## config.mk

```make
export PLATFORM = sky130hd
export DESIGN_NAME = recent_client_table_unit
export DESIGN_NICKNAME = d
export VERILOG_FILES = /design/src/rtl/rct_pkg.sv /design/src/rtl/rct_ram.sv /design/src/rtl/rct_ctrl.sv /design/src/rtl/rct_datapath.sv /design/src/rtl/recent_client_table_unit.sv
export SDC_FILE = /design/constraint.sdc
export NUM_CORES = 2
export LEC_CHECK = 0
export CORE_ASPECT_RATIO = 1.25
export CORE_MARGIN = 2
export CORE_UTILIZATION = 40
export DETAILED_ROUTE_END_ITERATION = 8
export DONT_BUFFER_PORTS = 1
export GPL_TIMING_DRIVEN = 0
export SLEW_MARGIN = 25
export SYNTH_ARGS = -nofsm -noshare
export SYNTH_HDL_FRONTEND = slang
export SYNTH_SLANG_ARGS = --single-unit
```

## constraint.sdc

```tcl
create_clock -name clock -period 26.3 [get_ports clock]
set_input_delay 0 -clock clock [delete_from_list [all_inputs] [get_ports clock]]
set_output_delay 0 -clock clock [all_outputs]
set_load 0.1 [all_outputs]
```

## src/rtl/rct_pkg.sv

```systemverilog
// Shared types and codes for the recent client table.
package rct_pkg;

   localparam int REQ_DATA_W = 160;
   localparam int REQ_USER_W = 3;
   localparam int RSP_DATA_W = 8;
   localparam int WINDOW_W   = 31;
   localparam int COUNT_W    = 5;

   localparam logic [1:0] OP_RECORD = 2'd0;
   localparam logic [1:0] OP_LOOKUP = 2'd1;
   localparam logic [1:0] OP_COUNT  = 2'd2;

   localparam logic FAMILY_V4 = 1'b0;

   localparam logic [WINDOW_W-1:0] WINDOW_RESET = 31'd300;

   // One stored client: lowest field in the lowest bits
   typedef struct packed {
      logic [31:0] last_seen;
      logic [63:0] addr_lo;
      logic [63:0] addr_hi;
      logic        family;
   } entry_type;

   typedef struct packed {
      logic start;   // item taken: latch it and clear the scan
      logic scan;    // walk the table
      logic commit;  // write back and settle the result
      logic load;    // move the result into the output register
   } cmd_type;

   typedef struct packed {
      logic scan_done;
      logic rsp_free;
   } status_type;

endpackage

```

## src/rtl/rct_ram.sv

```systemverilog
// Generic single-port-write, registered-read RAM.
module rct_ram #(
   parameter int WIDTH = 8,
   parameter int DEPTH = 16
) (
   input  logic                     clock,
   input  logic                     wr_en,
   input  logic [$clog2(DEPTH)-1:0] wr_addr,
   input  logic [WIDTH-1:0]         wr_data,
   input  logic                     rd_en,
   input  logic [$clog2(DEPTH)-1:0] rd_addr,
   output logic [WIDTH-1:0]         rd_data
);

   logic [WIDTH-1:0] mem_ff [DEPTH];
   logic [WIDTH-1:0] rd_data_ff;

   always_ff @(posedge clock) begin
      if (wr_en) begin
         mem_ff[wr_addr] <= wr_data;
      end
      if (rd_en) begin
         rd_data_ff <= mem_ff[rd_addr];
      end
   end

   assign rd_data = rd_data_ff;

endmodule

```

## src/rtl/rct_ctrl.sv

```systemverilog
// Sequencer for the recent client table: take item, scan, commit, respond.
module rct_ctrl (
   input  logic                clock,
   input  logic                reset,
   input  logic                req_tvalid,
   output logic                req_tready,
   input  rct_pkg::status_type status,
   output rct_pkg::cmd_type    cmd
);

   localparam logic [1:0] ST_IDLE   = 2'd0;
   localparam logic [1:0] ST_SCAN   = 2'd1;
   localparam logic [1:0] ST_COMMIT = 2'd2;
   localparam logic [1:0] ST_RESP   = 2'd3;

   logic [1:0] state_ff;
   logic [1:0] state_in;
   logic       accept;

   assign req_tready = (state_ff == ST_IDLE);
   assign accept     = req_tvalid & req_tready;

   always_comb begin
      state_in = state_ff;
      case (state_ff)
         ST_IDLE: begin
            if (accept) state_in = ST_SCAN;
         end
         ST_SCAN: begin
            if (status.scan_done) state_in = ST_COMMIT;
         end
         ST_COMMIT: begin
            state_in = ST_RESP;
         end
         ST_RESP: begin
            if (status.rsp_free) state_in = ST_IDLE;
         end
         default: begin
            state_in = ST_IDLE;
         end
      endcase
   end

   always_ff @(posedge clock) begin
      if (reset) begin
         state_ff <= ST_IDLE;
      end else begin
         state_ff <= state_in;
      end
   end

   always_comb begin
      cmd.start  = accept;
      cmd.scan   = (state_ff == ST_SCAN);
      cmd.commit = (state_ff == ST_COMMIT);
      cmd.load   = (state_ff == ST_RESP) & status.rsp_free;
   end

endmodule

```

## src/rtl/rct_datapath.sv

```systemverilog
// Table storage, entry scan, oldest search, recent count and result register.
module rct_datapath #(
   parameter int CLIENT_SLOTS = 16
) (
   input  logic                            clock,
   input  logic                            reset,
   input  rct_pkg::cmd_type                cmd,
   output rct_pkg::status_type             status,
   input  logic [rct_pkg::REQ_DATA_W-1:0]  req_tdata,
   input  logic [rct_pkg::REQ_USER_W-1:0]  req_tuser,
   input  logic                            csr_valid,
   input  logic [rct_pkg::WINDOW_W-1:0]    csr_data,
   output logic                            rsp_tvalid,
   input  logic                            rsp_tready,
   output logic [rct_pkg::RSP_DATA_W-1:0]  rsp_tdata
);

   localparam int IDX_W   = $clog2(CLIENT_SLOTS);
   localparam int CNT_W   = $clog2(CLIENT_SLOTS + 1);
   localparam int ENTRY_W = $bits(rct_pkg::entry_type);
   localparam logic [CNT_W-1:0] SLOTS_CNT = CNT_W'(CLIENT_SLOTS);

   // item fields
   logic [1:0]  req_op;
   logic        req_family;
   logic [63:0] req_hi;
   logic [63:0] req_lo;
   logic [31:0] req_now;

   assign req_op     = req_tuser[1:0];
   assign req_family = req_tuser[2];
   assign req_hi     = req_tdata[63:0];
   assign req_lo     = req_tdata[127:64];
   assign req_now    = req_tdata[159:128];

   logic [1:0]  op_ff;
   logic        fam_ff;
   logic [63:0] hi_ff;
   logic [63:0] lo_ff;
   logic [31:0] now_ff;

   logic [rct_pkg::WINDOW_W-1:0] window_ff;
   logic [CNT_W-1:0]             entry_count_ff;
   logic [CNT_W-1:0]             entry_count_in;

   logic [CNT_W-1:0] issue_ff;
   logic             eval_valid_ff;
   logic [IDX_W-1:0] eval_idx_ff;

   logic             match_found_ff;
   logic [IDX_W-1:0] match_idx_ff;
   logic             match_recent_ff;
   logic [CNT_W-1:0] recent_cnt_ff;
   logic             min_valid_ff;
   logic [31:0]      min_seen_ff;
   logic [IDX_W-1:0] oldest_idx_ff;

   logic             res_hit_ff;
   logic [rct_pkg::COUNT_W-1:0] res_cnt_ff;
   logic             res_ev_ff;

   logic                           rsp_valid_ff;
   logic [rct_pkg::RSP_DATA_W-1:0] rsp_data_ff;

   // RAM ports
   logic               rd_en;
   logic [ENTRY_W-1:0] rd_data;
   logic               wr_en;
   logic [IDX_W-1:0]   wr_addr;
   rct_pkg::entry_type wr_entry;

   rct_pkg::entry_type ent;
   logic [32:0]        age;
   logic               ent_recent;
   logic               ent_match;
   logic               table_full;
   logic               is_record;
   logic               rec_miss;
   logic [rct_pkg::COUNT_W-1:0] cnt_sat;

   rct_ram #(
      .WIDTH (ENTRY_W),
      .DEPTH (CLIENT_SLOTS)
   ) u_ram (
      .clock   (clock),
      .wr_en   (wr_en),
      .wr_addr (wr_addr),
      .wr_data (wr_entry),
      .rd_en   (rd_en),
      .rd_addr (issue_ff[IDX_W-1:0]),
      .rd_data (rd_data)
   );

   // Read one entry a cycle; evaluation follows in the cycle after the read
   assign rd_en = cmd.scan & (issue_ff < entry_count_ff);

   always_comb begin
      ent = rct_pkg::entry_type'(rd_data);
      // signed age: a stamp ahead of now gives a negative age, which is recent
      age = {1'b0, now_ff} - {1'b0, ent.last_seen};
      ent_recent = age[32] | (age[31:0] <= {1'b0, window_ff});
      ent_match  = (ent.family == fam_ff) & (ent.addr_hi == hi_ff) & (ent.addr_lo == lo_ff);
   end

   assign status.scan_done = (issue_ff == entry_count_ff) & ~eval_valid_ff;
   assign status.rsp_free  = ~rsp_valid_ff | rsp_tready;

   // latched item, IPv4 addresses stored with the unused bits cleared
   always_ff @(posedge clock) begin
      if (cmd.start) begin
         op_ff  <= req_op;
         fam_ff <= req_family;
         hi_ff  <= (req_family == rct_pkg::FAMILY_V4) ? {req_hi[63:32], 32'd0} : req_hi;
         lo_ff  <= (req_family == rct_pkg::FAMILY_V4) ? 64'd0 : req_lo;
         now_ff <= req_now;
      end
   end

   always_ff @(posedge clock) begin
      if (reset) begin
         window_ff <= rct_pkg::WINDOW_RESET;
      end else if (csr_valid) begin
         window_ff <= csr_data;
      end
   end

   // scan control
   always_ff @(posedge clock) begin
      if (reset) begin
         issue_ff       <= '0;
         eval_valid_ff  <= 1'b0;
         match_found_ff <= 1'b0;
         min_valid_ff   <= 1'b0;
      end else begin
         eval_valid_ff <= rd_en;
         if (cmd.start) begin
            issue_ff       <= '0;
            match_found_ff <= 1'b0;
            min_valid_ff   <= 1'b0;
         end else begin
            if (rd_en) issue_ff <= issue_ff + CNT_W'(1);
            if (eval_valid_ff) begin
               if (ent_match) match_found_ff <= 1'b1;
               min_valid_ff <= 1'b1;
            end
         end
      end
   end

   // scan accumulators; the first match wins, ties on age keep the lower index
   always_ff @(posedge clock) begin
      eval_idx_ff <= issue_ff[IDX_W-1:0];
      if (cmd.start) begin
         recent_cnt_ff <= '0;
      end else if (eval_valid_ff) begin
         if (ent_recent) recent_cnt_ff <= recent_cnt_ff + CNT_W'(1);
         if (ent_match & ~match_found_ff) begin
            match_idx_ff    <= eval_idx_ff;
            match_recent_ff <= ent_recent;
         end
         if (~min_valid_ff | (ent.last_seen < min_seen_ff)) begin
            min_seen_ff   <= ent.last_seen;
            oldest_idx_ff <= eval_idx_ff;
         end
      end
   end

   // commit
   assign table_full = (entry_count_ff == SLOTS_CNT);
   assign is_record  = (op_ff == rct_pkg::OP_RECORD);
   assign rec_miss   = is_record & ~match_found_ff;
   assign cnt_sat    = (32'(recent_cnt_ff) > 32'd31) ? 5'd31 : rct_pkg::COUNT_W'(recent_cnt_ff);

   assign wr_en = cmd.commit & is_record;

   always_comb begin
      if (match_found_ff) begin
         wr_addr = match_idx_ff;
      end else if (table_full) begin
         wr_addr = oldest_idx_ff;
      end else begin
         wr_addr = entry_count_ff[IDX_W-1:0];
      end
      wr_entry.last_seen = now_ff;
      wr_entry.addr_lo   = lo_ff;
      wr_entry.addr_hi   = hi_ff;
      wr_entry.family    = fam_ff;
   end

   always_comb begin
      entry_count_in = entry_count_ff;
      if (cmd.commit & rec_miss & ~table_full) begin
         entry_count_in = entry_count_ff + CNT_W'(1);
      end
   end

   always_ff @(posedge clock) begin
      if (reset) begin
         entry_count_ff <= '0;
      end else begin
         entry_count_ff <= entry_count_in;
      end
   end

   always_ff @(posedge clock) begin
      if (cmd.commit) begin
         case (op_ff)
            rct_pkg::OP_RECORD: begin
               res_hit_ff <= match_found_ff;
               res_cnt_ff <= '0;
               res_ev_ff  <= rec_miss & table_full;
            end
            rct_pkg::OP_LOOKUP: begin
               res_hit_ff <= match_found_ff & match_recent_ff;
               res_cnt_ff <= '0;
               res_ev_ff  <= 1'b0;
            end
            rct_pkg::OP_COUNT: begin
               res_hit_ff <= 1'b0;
               res_cnt_ff <= cnt_sat;
               res_ev_ff  <= 1'b0;
            end
            default: begin
               res_hit_ff <= 1'b0;
               res_cnt_ff <= '0;
               res_ev_ff  <= 1'b0;
            end
         endcase
      end
   end

   // output register
   always_ff @(posedge clock) begin
      if (reset) begin
         rsp_valid_ff <= 1'b0;
      end else if (cmd.load) begin
         rsp_valid_ff <= 1'b1;
      end else if (rsp_tready) begin
         rsp_valid_ff <= 1'b0;
      end
   end

   always_ff @(posedge clock) begin
      if (cmd.load) begin
         rsp_data_ff <= {1'b0, res_ev_ff, res_cnt_ff, res_hit_ff};
      end
   end

   assign rsp_tvalid = rsp_valid_ff;
   assign rsp_tdata  = rsp_data_ff;

   a_count_bound: assert property (@(posedge clock) disable iff (reset)
      entry_count_ff <= SLOTS_CNT)
      else $error("entry count beyond table size");

   a_eval_in_range: assert property (@(posedge clock) disable iff (reset)
      eval_valid_ff |-> ({1'b0, eval_idx_ff} < (IDX_W + 1)'(entry_count_ff)))
      else $error("evaluated entry never written");

   a_no_rw_overlap: assert property (@(posedge clock) disable iff (reset)
      !(wr_en && rd_en))
      else $error("table written during scan");

   a_count_changes_on_commit: assert property (@(posedge clock) disable iff (reset)
      (!$past(cmd.commit) && !$past(reset)) |-> $stable(entry_count_ff))
      else $error("entry count changed outside commit");

endmodule

```

## src/rtl/recent_client_table_unit.sv

```systemverilog
// Top level of the recent client table.
//
//  channel  direction  handshake                  payload
//  req      in         req_tvalid / req_tready    tdata: addr_hi, addr_lo, now
//                                                 tuser: op, family
//  rsp      out        rsp_tvalid / rsp_tready    tdata: hit, recent_count, evicted
//  csr      in         csr_valid / csr_ready      recent_window (31 bits)
//
//  An item walks the stored entries through the table RAM, one read a cycle,
//  then commits and is loaded into the result register; input is ready again
//  in the cycle after that load. The single RAM read port sets the scan length.
//  Reset empties the table and loads recent_window with 300; no clearing pass.
//  A held result stalls the next item at its output load, input not ready
//  meanwhile; csr is always ready.
module recent_client_table_unit #(
   parameter int CLIENT_SLOTS = 16
) (
   input  logic                            clock,
   input  logic                            reset,
   input  logic                            req_tvalid,
   output logic                            req_tready,
   // [63:0] addr_hi, [127:64] addr_lo, [159:128] now
   input  logic [rct_pkg::REQ_DATA_W-1:0]  req_tdata,
   // [1:0] op, [2] family
   input  logic [rct_pkg::REQ_USER_W-1:0]  req_tuser,
   output logic                            rsp_tvalid,
   input  logic                            rsp_tready,
   // [0] hit, [5:1] recent_count, [6] evicted, [7] zero
   output logic [rct_pkg::RSP_DATA_W-1:0]  rsp_tdata,
   input  logic                            csr_valid,
   output logic                            csr_ready,
   input  logic [rct_pkg::WINDOW_W-1:0]    csr_data
);

   rct_pkg::cmd_type    cmd;
   rct_pkg::status_type status;

   assign csr_ready = 1'b1;

   rct_ctrl u_ctrl (
      .clock      (clock),
      .reset      (reset),
      .req_tvalid (req_tvalid),
      .req_tready (req_tready),
      .status     (status),
      .cmd        (cmd)
   );

   rct_datapath #(
      .CLIENT_SLOTS (CLIENT_SLOTS)
   ) u_datapath (
      .clock      (clock),
      .reset      (reset),
      .cmd        (cmd),
      .status     (status),
      .req_tdata  (req_tdata),
      .req_tuser  (req_tuser),
      .csr_valid  (csr_valid),
      .csr_data   (csr_data),
      .rsp_tvalid (rsp_tvalid),
      .rsp_tready (rsp_tready),
      .rsp_tdata  (rsp_tdata)
   );

endmodule
```

======== After elaboration in Yosys (flattened, before gate mapping) ========
Memories as Yosys holds them, arrays and structs flattened. A register that Yosys moved wholly into a read port is not among the register bits.
Cells that the tools add are included.
cells by class
  $add $sub $neg .......................... 4
  magnitude comparators ................... 3
  equal/unequal tests ..................... 13
  mux-type cells .......................... 11
  bitwise gates (word level) .............. 22
  reduce and logical (&&, ||, !) cells .... 9
operator list
  kind                                                                   count
  64-bit equality test                                                   2
  32-bit by 32-bit subtractor with 33-bit output                         1
  32-bit by 31-bit <= comparator with 1-bit output                       1
  32-bit less-than comparator                                            1
  5-bit by 1-bit adder with 5-bit output, second input constant          3
  1-bit bitwise AND                                                      13
  3-bit AND reduction                                                    3
  4-bit 2-to-1 mux                                                       2
  2-bit case mux with 4 select lines                                     1
  2-bit equality test, second input constant                             3
  2-bit 2-to-1 mux                                                       3
  1-bit inverter                                                         6
  5-bit equality test                                                    1
  5-bit equality test, second input constant                             1
  5-bit less-than comparator                                             1
  2-bit by 1-bit equality test with 1-bit output, second input constant  2
  2-bit zero test                                                        2
  1-bit 2-to-1 mux                                                       4
  2-bit != test, second input constant                                   2
  2-bit AND reduction                                                    2
  1-bit OR                                                               3
  2-bit by 1-bit != test with 1-bit output, second input constant        1
  1-bit case mux with 2 select lines                                     1
  2-bit nonzero test                                                     1
  2 further kinds                                                        2
storage, ports and cells
  register bits ........................... 274
  bits in writable memories ............... 2576
  input bits .............................. 199
  output and inout bits ................... 11
  word-level logic and storage cells ...... 87
  memories kept ........................... 1
memory list
  name                     depth  width  read ports  clocked after Yosys merged registers in  wr ports  RTL line       RTL
  u_datapath.u_ram.mem_ff  16     161    1           1                                        1         rct_ram.sv:15  logic [WIDTH-1:0] mem_ff [DEPTH];

======== Logic depth before layout (Yosys ltp) ========
  depth in word-level cells ............... 5
  gate-level depth with buffers ........... 20
  mapped depth without buffers ............ 20

======== Modules after synthesis ========
Synthesis repeated with hierarchy kept, for this count alone.
unflattened totals
  cell total of the unflattened synthesis .. 5468
  area total of the unflattened synthesis .. 116032.5 um2
by module, submodules not included
  module                    times used  cells an instance  area each (um2)  sequential area each (um2)
  rct_ram                   1           4208               101517.4         82188.8
  rct_datapath              1           1238               14325.0          7627.3
  rct_ctrl                  1           20                 178.9            40.0
  recent_client_table_unit  1           2                  11.3             0.0

======== Worst setup path before layout ========
Ideal clock, no wire load.
  path type ............................... reg-to-reg
  from .................................... register u_datapath.issue_ff[0]
  to ...................................... register u_datapath.issue_ff[3]
  library setup time ...................... 0.065 ns
  arrival ................................. 11.336 ns
  data required time ...................... 26.235 ns
  path slack .............................. 14.899 ns
  stages on the path, launching flop included .. 13
  buffers on the path ..................... 3
  clock period less this slack ............ 11.401 ns
  cells stage by stage .................... dfxtp_1 > clkbuf_1 > buf_2 > buf_2 > inv_1 > ha_1 > inv_1 > a21oi_1 > nor2_1 > nor4b_2 > nand4_1 > xor2_1 > nor2_1
on the way
  cells in the longest elaborated chain, start to end .. 2
  elaborated cells on any way between the ends .. 3
  those cells by class .................... add/sub (1); order compare (1); bitwise (1)
RTL lines
  what                        RTL line             RTL
  start: declaration          rct_datapath.sv:46   logic [CNT_W-1:0] issue_ff;
  start signal: assignment    rct_datapath.sv:141  if (rd_en) issue_ff <= issue_ff + CNT_W'(1);
  5-bit less-than comparator  rct_datapath.sv:95   assign rd_en = cmd.scan & (issue_ff < entry_count_ff);
  1-bit bitwise AND           rct_datapath.sv:95
  via u_datapath.rd_en        rct_datapath.sv:66   logic rd_en;
The timed path passes the listed nets, and every way through them passes these cells.
A chain may end at the register's enable or synchronous reset.

======== Final worst setup path ========
  from .................................... register u_datapath.now_ff[0]
  to ...................................... register u_datapath.recent_cnt_ff[4] (netlist: u_datapath.cnt_sat[4])
on the way
  cells in the longest elaborated chain, start to end .. 4
RTL lines
  what                                                RTL line             RTL
  start: declaration                                  rct_datapath.sv:40   logic [31:0] now_ff;
  start signal: assignment                            rct_datapath.sv:115  now_ff <= req_now;
  32-bit by 32-bit subtractor with 33-bit output (*)  rct_datapath.sv:100  age = {1'b0, now_ff} - {1'b0, ent.last_seen};
  32-bit by 31-bit <= comparator with 1-bit output    rct_datapath.sv:101  ent_recent = age[32] | (age[31:0] <= {1'b0, window_ff});
  1-bit OR (*)                                        rct_datapath.sv:101
  2-bit AND reduction (no source line) (*)            n/a
  end signal: assignment                              rct_datapath.sv:156  if (ent_recent) recent_cnt_ff <= recent_cnt_ff + CNT_W'(1);
  end: declaration                                    rct_datapath.sv:53   logic [CNT_W-1:0] recent_cnt_ff;
Every way passes the cells marked *; elsewhere a longest branch is shown, timed or not.

==> results.yml <==
worst_setup_path:
  crit_type: "flip-flop to flip-flop"
  startpoint: "u_datapath.now_ff[0]"
  reg2regPathDepth: 20
  crit_chain: "inv_1 > ha_1 > fa_1 > nor2b_1 > o31ai_1 > a211oi_2 > o21ba_2 > a31oi_4 > o311ai_1 > a21oi_1 > xnor2_1 > ha_1 > nand3_1 > nor2_1 > nand3_1 > o311ai_1 > nand3_1 > a2bb2oi_4 > a211oi_2 > mux2i_1"
  cp_top_family: "compound AO/OA/AOI/OAI gates"
  critPathRequiredTime_ns: 27.09
  crit_top_cell: "nand3_1"
  slowest_stage: "edfxtp_1"
  end_kind: "flip-flop"
  crit_fanout: 17
  crit_path_end: "u_datapath.cnt_sat[4]"
  cp.depth: 20
  slowest_delay_ns: 0.80
  path_buf_inv: 1
  cp.arrival_ns: 6.61
  r2r_end: "u_datapath.cnt_sat[4]"
  worst-r2r-setup-slack_ns: 20.48
  crit_path_start_kind: "flip-flop"
  r2r-start: "u_datapath.now_ff[0]"
yosys:
  synth_top_flop_cell: "edfxtp_1"
  ys_warn_count: 0
  synth_top_cell_by_area: "edfxtp_1"
  syn_nets: 5368
  yosysUniqueCellTypes: 69
  synthesis.instances: 5061
  synth.area.top_cells: "edfxtp_1 77%, mux4_2 16%, ha_1 1.2%"
  synth-edff-count: 2955
  synth_seq_cells: 3011
  avgSynthCellArea_um2: 22.9
  async_flop_share_pct: 0
  syn_area_um2: 116000
  seq_area_frac_synth_pct: 77.6
  synth_top_area_share_pct: 76.6
final_layout:
  drive_above_1_share_pct: 25.8
  multi_input_area_um2: 24500
  layout_common_cells: "2,955 x edfxtp_1, 805 x mux4_2, 401 x dlygate4sd3_1"
  fill_cells: 22735
  layout_commonest_cell: "edfxtp_1"
  regArea_um2: 89900
  area_delta_synth_final_pct: 20.8
  final_cells: 10050
  nNetsFinal: 6316
routing:
  vias: 56581
  first_pass_iters: 5
  drtAntennaViolNets: 0
  drc_errors: 0
  drt_first_iter_violations: 6152
  vias_per_cell: 5.63
  routed_wl_um: 310000
  post_drt_wl_per_cell_um: 30.8
sta:
  final.setup.tns_ns: 0
  rsz0062_at_grt: "no"
  setup-violations-final: 0
  post-route-period-util_pct: 22.1
  fin_skew_ns: 0.0433
  final_max_slew_viol_count: 0
  tightest_slew_ns: 1.14
  slew_headroom_pct: 23.4
  fmax_mhz: 172
  layout_min_cycle_time_ns: 5.82
  hold_violations: 0
place:
  dp_hpwl_um: 205000
  port_buffers: 0
  gp_congestion: 0.862
  place_inst: 9062
worst_hold_path:
  min-delay-path-class: "input pin to flip-flop"
  min_path_cells: 2
power_and_ir_drop:
  swShare_pct: 23.4
  seqPwrFrac_pct: 54.6
  p_leak_nw: 44.2
  vdd_drop_max_v: 0.0000590
  power.internal_w: 0.00842
  p_clk_share_pct: 39.7
  power.switching_w: 0.00257
  p_per_area_nw_per_um2: 78.6
  p_comb_share_pct: 5.8
die:
  die_w_um: 485
  ios: 210
  row_count: 220
  die_area_um2: 294000
  core_area_um2: 288000
  initial_core_util_pct: 40.3
  die_h_um: 606
clocking:
  cts_sinks: 3011
  cts_setup_buffers: 0
  clock_path_buffers: 4
  cts_tree: "built"
  hold_buffers: 400
  cts-root-buf: "clkbuf_16"
  cts_resized: 0
  numCtsBuffers: 318
  insertion_delay_ns: 0.86
  clk_pin_slew_ns: 0.06
  cts_htree_levels: 5
run:
  max-cap-violations: 0
grt:
  overflow: 0
  first_global_vias: 58213
  grt_first_pass_wirelength_um: 435000
  grt_max_degree: 65
  antenna_found_initial: 45
  grt.total_usage_pct: 20.8
status:
  status: "completed"
[kinds of logic after synthesis]
logic type               synth area share [%]
flip-flops                               77.6
AO/OA/AOI/OAI                            1.45
other                                 0.00648
adder cells (fa/ha/maj)                  1.17
buffers and inverters                    1.37
AND/OR/NAND/NOR                          1.70
XOR/XNOR                                0.756
multiplexers                             16.0
[cell usage after synthesis, types with 10 or more instances]
cell type / count
o2bb2ai_1: 15
nor3_1: 15
buf_1: 23
clkbuf_1: 115
o21ai_0: 17
ha_1: 107
nand4_1: 34
a221oi_1: 15
nand3_1: 17
mux2i_1: 35
a21oi_1: 59
nor2_1: 94
buf_2: 65
mux4_2: 805
nand2_1: 48
nor2b_1: 11
nand2b_1: 10
nor4_1: 22
a21o_1: 32
o22ai_1: 21
dfxtp_1: 56
xnor2_1: 38
edfxtp_1: 2955
and2_1: 103
xor2_1: 62
inv_1: 188
[registers in the layout, indices dropped and copies added, names as in the netlist, 2 cells and up]
signal and count:
u_datapath.cnt_sat 5, u_datapath.now_ff 32, u_datapath.issue_ff 5, u_datapath.eval_idx_ff 4, u_datapath.res_cnt_ff 5, u_datapath.lo_ff 64, u_datapath.entry_count_ff 5, u_datapath.match_idx_ff 4
u_datapath.op_ff 2, u_datapath.u_ram.rd_data 161, u_ctrl.state_ff 2, u_datapath.min_seen_ff 32, u_datapath.oldest_idx_ff 4, u_datapath.u_ram.mem_ff 2576, u_datapath.hi_ff 64, u_datapath.rsp_tdata 7
u_datapath.window_ff 31
[area by class of cell]
class | instances | share of cell area (%)
Antenna cell | 21 | 0.0376
Buffer | 208 | 0.666
Clock buffer | 402 | 6.08
Clock inverter | 164 | 1.04
Inverter | 188 | 0.510
Multi-Input combinational cell | 1654 | 17.5
Sequential cell | 3011 | 64.2
Tap cell | 3774 | 3.38
Timing Repair Buffer | 628 | 6.51
[per-stage QoR]
stage          hold slack (ns)  total power [W]  instance area (um2)  setup WS (ns)  utilization [%]
4_1_cts                0.00545           0.0111               140000          20.45             48.6
6_report                0.0401           0.0110               140000          20.48             48.6
2_1_floorplan           0.0989          0.00630               116000          14.90                -
3_5_place_dp            0.0989          0.00668               126000          20.50             43.8
3_3_place_gp            0.0989          0.00666               121000           2.84             41.9
5_1_grt                0.00139           0.0113               140000          20.23             48.6
[power groups by stage]
stage                     sequential [W]  combinational, W  clock (W)
final                            0.00600          0.000635    0.00436
after global placement           0.00611          0.000546          0
after CTS                        0.00599          0.000642    0.00443
after detailed placement         0.00609          0.000584          0
after floorplan                  0.00596          0.000346          0
after global routing             0.00603          0.000678    0.00461
[metal layers]
metal	up-vias	share of wire, %	global-route usage [%]
met5	-	0.051	0
met4	24	2.4	5.08
met3	443	7.4	3.49
met2	2428	51	36.2
met1	30496	39	27.4
li1	23190	-	-
[worst min path at each step]
stage,end,from
finish,u_datapath.lo_ff[50],req_tdata[114]
global placement,u_datapath.hi_ff[53],req_tdata[53]
detailed placement,u_datapath.hi_ff[52],req_tdata[52]
floorplan,u_datapath.fam_ff,req_tuser[2]
global route,u_datapath.lo_ff[44],req_tdata[108]
CTS,u_datapath.hi_ff[23],req_tdata[23]
(Power assumes the default switching activity.)
